===== config.mk =====
export PLATFORM = sky130hd
export DESIGN_NAME = bmft_mac
export DESIGN_NICKNAME = d
export VERILOG_FILES = /design/src/rtl/assert_macros.svh /design/src/rtl/bmft_pkg.sv /design/src/rtl/bmft_mac.sv
export SDC_FILE = /design/constraint.sdc
export NUM_CORES = 1
export LEC_CHECK = 0
export BUFFER_PORTS_ARGS = -buffer_cell sky130_fd_sc_hd__buf_2
export CORE_AREA = 10 10 141 143
export CTS_CLUSTER_DIAMETER = 40
export DETAILED_ROUTE_END_ITERATION = 6
export DIE_AREA = 0 0 151 153
export GPL_ROUTABILITY_DRIVEN = 0
export GPL_TIMING_DRIVEN = 0
export PLACE_DENSITY = 0.84
export RECOVER_POWER = 50
export REMOVE_ABC_BUFFERS = 1
export SYNTH_ARGS = -nofsm -noshare
export SYNTH_HDL_FRONTEND = slang
export SYNTH_SLANG_ARGS = --single-unit

===== constraint.sdc =====
create_clock -name clk_i -period 4.21 [get_ports clk_i]
set_input_delay 1.0525 -clock clk_i [delete_from_list [all_inputs] [get_ports clk_i]]
set_output_delay 1.0525 -clock clk_i [all_outputs]
set_load 0.05 [all_outputs]

===== src/rtl/assert_macros.svh =====
// Assertion macros shared by the RTL files of the pack monitor.
// No dependencies; taken in by `include where assertions are written.
`ifndef ASSERT_MACROS_SVH
`define ASSERT_MACROS_SVH

// Property that must hold at every clock edge outside reset.
`define BMFT_ASSERT(lbl, clk, rst_n, prop, msg) \
  lbl: assert property (@(posedge clk) disable iff (!rst_n) prop) else $error(msg);

// Antecedent in this cycle implies consequent in this cycle.
`define BMFT_ASSERT_IMP(lbl, clk, rst_n, ante, cons, msg) \
  lbl: assert property (@(posedge clk) disable iff (!rst_n) (ante) |-> (cons)) else $error(msg);

`endif


===== src/rtl/bmft_pkg.sv =====
// Package of the pack monitor: sequencer states, register indexes,
// frame decoding constants and the request struct of the MAC unit.
package bmft_pkg;

  // Frame identifier window and kind masks
  localparam logic [10:0] ID_LOW          = 11'h100;
  localparam logic [10:0] ID_HIGH         = 11'h2FF;
  localparam logic [11:0] CELL_KIND_MASK  = 12'hF00;
  localparam logic [11:0] GROUP_KIND_MASK = 12'hFF0;

  // Fault byte codes
  localparam logic [7:0] FAULT_LINK = 8'h01;
  localparam logic [7:0] FAULT_HOT  = 8'h04;

  // Flag bit positions
  localparam int unsigned FLAG_OV = 0;
  localparam int unsigned FLAG_UV = 1;
  localparam int unsigned FLAG_OT = 2;
  localparam int unsigned FLAG_LL = 3;

  // Pack state codes
  localparam logic [1:0] MODE_NORMAL = 2'd0;
  localparam logic [1:0] MODE_SENSOR = 2'd1;
  localparam logic [1:0] MODE_COMMS  = 2'd2;

  // Configuration register indexes
  localparam logic [2:0] CFG_CELL_BASE   = 3'd0;
  localparam logic [2:0] CFG_TEMP_BASE   = 3'd1;
  localparam logic [2:0] CFG_STATUS_BASE = 3'd2;
  localparam logic [2:0] CFG_OVER_LIMIT  = 3'd3;
  localparam logic [2:0] CFG_UNDER_LIMIT = 3'd4;
  localparam logic [2:0] CFG_LOST_THRESH = 3'd5;
  localparam logic [2:0] CFG_MV_SCALE    = 3'd6;

  // Stream widths
  localparam int unsigned IN_TDATA_W  = 80;
  localparam int unsigned OUT_TDATA_W = 40;

  typedef enum logic [2:0] {
    ST_CLEAR,
    ST_IDLE,
    ST_FRAME,
    ST_CELL_WR,
    ST_TICK_CELLS,
    ST_TICK_DRAIN,
    ST_TICK_MON,
    ST_DONE
  } state_e;

  // Request to the multiply-accumulate unit
  typedef struct packed {
    logic        clear;
    logic        valid;
    logic [15:0] code;
  } mac_req_t;

endpackage


===== src/rtl/bmft_mac.sv =====
// Shared multiply-accumulate unit: code times Q0.16 scale, then a
// saturating 32-bit sum. Depends on bmft_pkg.
module bmft_mac
  import bmft_pkg::*;
(
  input  logic        clk_i,
  input  logic        rst_ni,
  input  mac_req_t    req_i,
  input  logic [15:0] scale_i,
  output logic [31:0] sum_o,
  output logic        busy_o
);

  logic        prod_vld_q;
  logic [31:0] prod_q;
  logic [31:0] sum_q;
  logic [32:0] sum_ext;

  // Product stage
  always_ff @(posedge clk_i) begin
    prod_q <= 32'(req_i.code) * 32'(scale_i);
  end

  // Accumulate the millivolt part, clamping on carry out
  assign sum_ext = {1'b0, sum_q} + 33'(prod_q[31:16]);

  always_ff @(posedge clk_i or negedge rst_ni) begin
    if (!rst_ni) begin
      prod_vld_q <= 1'b0;
      sum_q      <= '0;
    end else if (req_i.clear) begin
      prod_vld_q <= 1'b0;
      sum_q      <= '0;
    end else begin
      prod_vld_q <= req_i.valid;
      if (prod_vld_q) begin
        sum_q <= sum_ext[32] ? 32'hFFFF_FFFF : sum_ext[31:0];
      end
    end
  end

  assign sum_o  = sum_q;
  assign busy_o = prod_vld_q;

endmodule


==> out/results.ini <==
[global_route]
grt_pass1_vias = 10300
antenna_found_initial = 0
grt_first_pass_wirelength_mm = 50.1
gr-total-overflow = 0
grt_max_degree = 40
grtUsageTotal = 0.264

[layout]
final_util = 0.752
nets = 1652
area_delta_synth_final_pct = 16.9
drive_gt1_frac = 0.187
antenna_cells = 0
design_area_um2 = 12800

[timing]
tightest_slew_ns = 1.78
fin_crit_sh = 1.46
hold_violations = 0
fmax_mhz = 163
maxSlewViolCount = 71
fin_ws_ns = -1.93
fin_crit_ns = 6.14
slew-limit-headroom = -0.187
setup_viol = 16
grt_setup_unrepaired = yes
fin_skew_ns = 0.00694

[drt]
drc = 0
first_iter_violations = 878
firstDrtPassIters = 6
wire_per_inst_um = 20.6
vias = 9470
ant_nets = 0
wl_mm = 31.6
via_per_inst = 6.19

[clock_tree]
cts_buffers = 5
clkLatencyLatePin_ns = 0.29
holdBufCountCts = 0
cts-htree-levels = 2
cts_root_buf = clkbuf_16
clk_pin_slew_ns = 0.07
tritoncts = built
cts_buffer_depth = 2
clock-sinks = 49

[synthesis]
synth_top_area_frac = 0.354
netlist_instances = 1222
yosys.area.top_type = fa_1
synth-seq-area-share = 0.104
synth_seq_cells = 49
ys_types = 69
synthTopCellsByArea = fa_1 35%, ha_1 13%, inv_1 7.8%
ys_warn_count = 0
async_flop_share = 0.673
syn_area_per_cell_um2 = 8.98
ys.flop_type = dfrtp_1
syn_area_um2 = 11000
synth_edf_count = 0

[die]
dieArea_um2 = 23100
std_cell_rows = 48
core_um2 = 17100
pin_count = 69
initial_utilization = 0.643
die_w_um = 151
die_h_um = 153

[setup_path]
cp.required_ns = 4.39
cp_max_fo = 16
worstSetupStartpointType = input port
critical_path_class = in -> reg
end_kind = register
cp.arrival_ns = 6.33

[run_status]
status = finished with violations
violations = max-capacitance violations, max-slew violations, negative setup slack

[min_path]
worst_hold_path_type = reg -> reg

[flow_run]
maxCapViolations = 2

[place]
place_hpwl_mm = 20.2
portBuffers = 68
postPlaceCellArea_um2 = 11400

layout make-up:
type                            instances  area (µm²)
Tap cell                              225         282
Fill cell                            1053        4230
Timing Repair Buffer                  124        1140
Inverter                              228         856
Clock buffer                            7         175
Sequential cell                        49        1150
Clock inverter                          1        8.76
Multi-Input combinational cell        897        9220
synthesized netlist by cell type, types with 2 or more instances:
master      n
a21o_2      2
nand2_1   166
buf_2       3
a21boi_0    2
xnor2_1    13
xor2_1     14
o21ba_2     3
or3_1       2
dfxtp_1    16
and3_1     11
o21ai_0    14
a31o_2      2
a21oi_2     2
a2111o_1    2
a31oi_1     7
dfrtp_1    33
a211oi_1   11
o211ai_1    3
inv_1     228
a21o_1     20
nor3b_1     4
a311oi_1   15
buf_6       2
clkbuf_8    2
nor2b_1     4
o21ai_1     3
clkbuf_1   41
nand4_1    12
nor2_1     43
a21oi_1    37
a211oi_2    2
and4_1      6
mux2_2      2
a211o_1     6
nor3_1     15
fa_1      194
or2_2       3
and2_1    117
nor4b_1     3
nand3_1    12
ha_1      117
through the flow:
step | instances | TNS, ns | hold slack, ns | worst slack, ns
after floorplan | 1174 | -25.09 | 0.613 | -1.87
after global placement | 1467 | -35.85 | 0.563 | -2.77
after detailed placement | 1467 | -37.48 | 0.572 | -2.82
after CTS | 1516 | -24.23 | 0.582 | -1.69
after global routing | 1531 | -29.88 | 0.610 | -2.10
final | 1531 | -27.92 | 0.578 | -1.93
worst max-delay path, cell delays in order:
cell and delay [ns]:
buf_6 0.14, and2_1 0.16, fa_1 0.52, inv_2 0.04
fa_2 0.54, fa_2 0.44, inv_2 0.07, fa_2 0.43
fa_1 0.51, inv_1 0.06, fa_1 0.53, inv_2 0.05
ha_4 0.29, buf_4 0.12, nand3_1 0.11, a21boi_0 0.37
o21ai_1 0.17, o211ai_1 0.18, buf_4 0.18, and3_4 0.17
nor2_2 0.05, xnor2_1 0.14
routing by layer:
layer | global-route usage | wire (µm) | share of wire
met2 | 0.455 | 15700 | 0.50
met5 | 0 | 0 | 0
met3 | 0.0461 | 3020 | 0.096
met4 | 0.116 | 1670 | 0.053
met1 | 0.313 | 11200 | 0.35
worst paths after layout:
kind                         endpoint  slack [ns]  cells past startpoint        from
setup / recovery           prod_q[24]       -1.93                     22  scale_i[5]
hold / removal              sum_o[10]        0.58                      2   sum_o[10]
setup reg to reg            sum_o[20]        0.94                     10    sum_o[0]
hold reg to reg             sum_o[10]        0.58                      2   sum_o[10]
max in group asynchronous    sum_o[3]        1.95                      1      rst_ni
min in group asynchronous      busy_o        1.23                      1      rst_ni
kinds of logic after synthesis:
kind of cell               share of synthesized area
muxes                                        0.00296
xor gates and xnor gates                      0.0216
DFF                                            0.104
buffers and inverters                         0.0980
adders and majority gates                      0.487
AOI/OAI and AO/OA                             0.0998
and+or+nand+nor                                0.186
sequential cells by signal, indices dropped and copies added (netlist names):
name,cells
busy_o,1
prod_q,16
sum_o,32
repair_timing:
item,CTS,global route
setup endpoints to repair,16,16
pin swaps,65,36
gates resized for setup,185,36
cloned,2,2
setup buffers,40,13
endpoints found under the hold margin,0,0
cells in the final DEF, fill, tap and decap left out, types with 4 or more instances in the layout:
master,Yosys,final
inv_1,228,210
fa_1,194,184
nand2_1,166,156
ha_1,117,106
and2_1,117,99
buf_4,0,49
nor2_1,43,39
dfrtp_1,33,33
a21oi_1,37,28
a21o_1,20,20
buf_2,3,20
and2_4,0,18
inv_2,0,18
clkbuf_1,41,17
buf_6,2,16
dfxtp_1,16,16
a311oi_1,15,15
xor2_1,14,14
nand4_1,12,12
xnor2_1,13,12
nor3_1,15,12
buf_12,0,12
nand3_1,12,10
fa_2,0,10
ha_4,0,10
nand2_2,0,9
a21oi_2,2,9
and3_1,11,9
a211oi_1,11,9
o21ai_0,14,9
clkbuf_16,0,9
and4_1,6,6
a31oi_1,7,6
a211o_1,6,6
buf_8,0,5
o21ai_2,0,4
o21ai_1,3,4
a211oi_2,2,4
nor2b_1,4,4
Power is not shown: default switching activity piles up to over one toggle a cycle in this logic, so the estimate is an artifact.
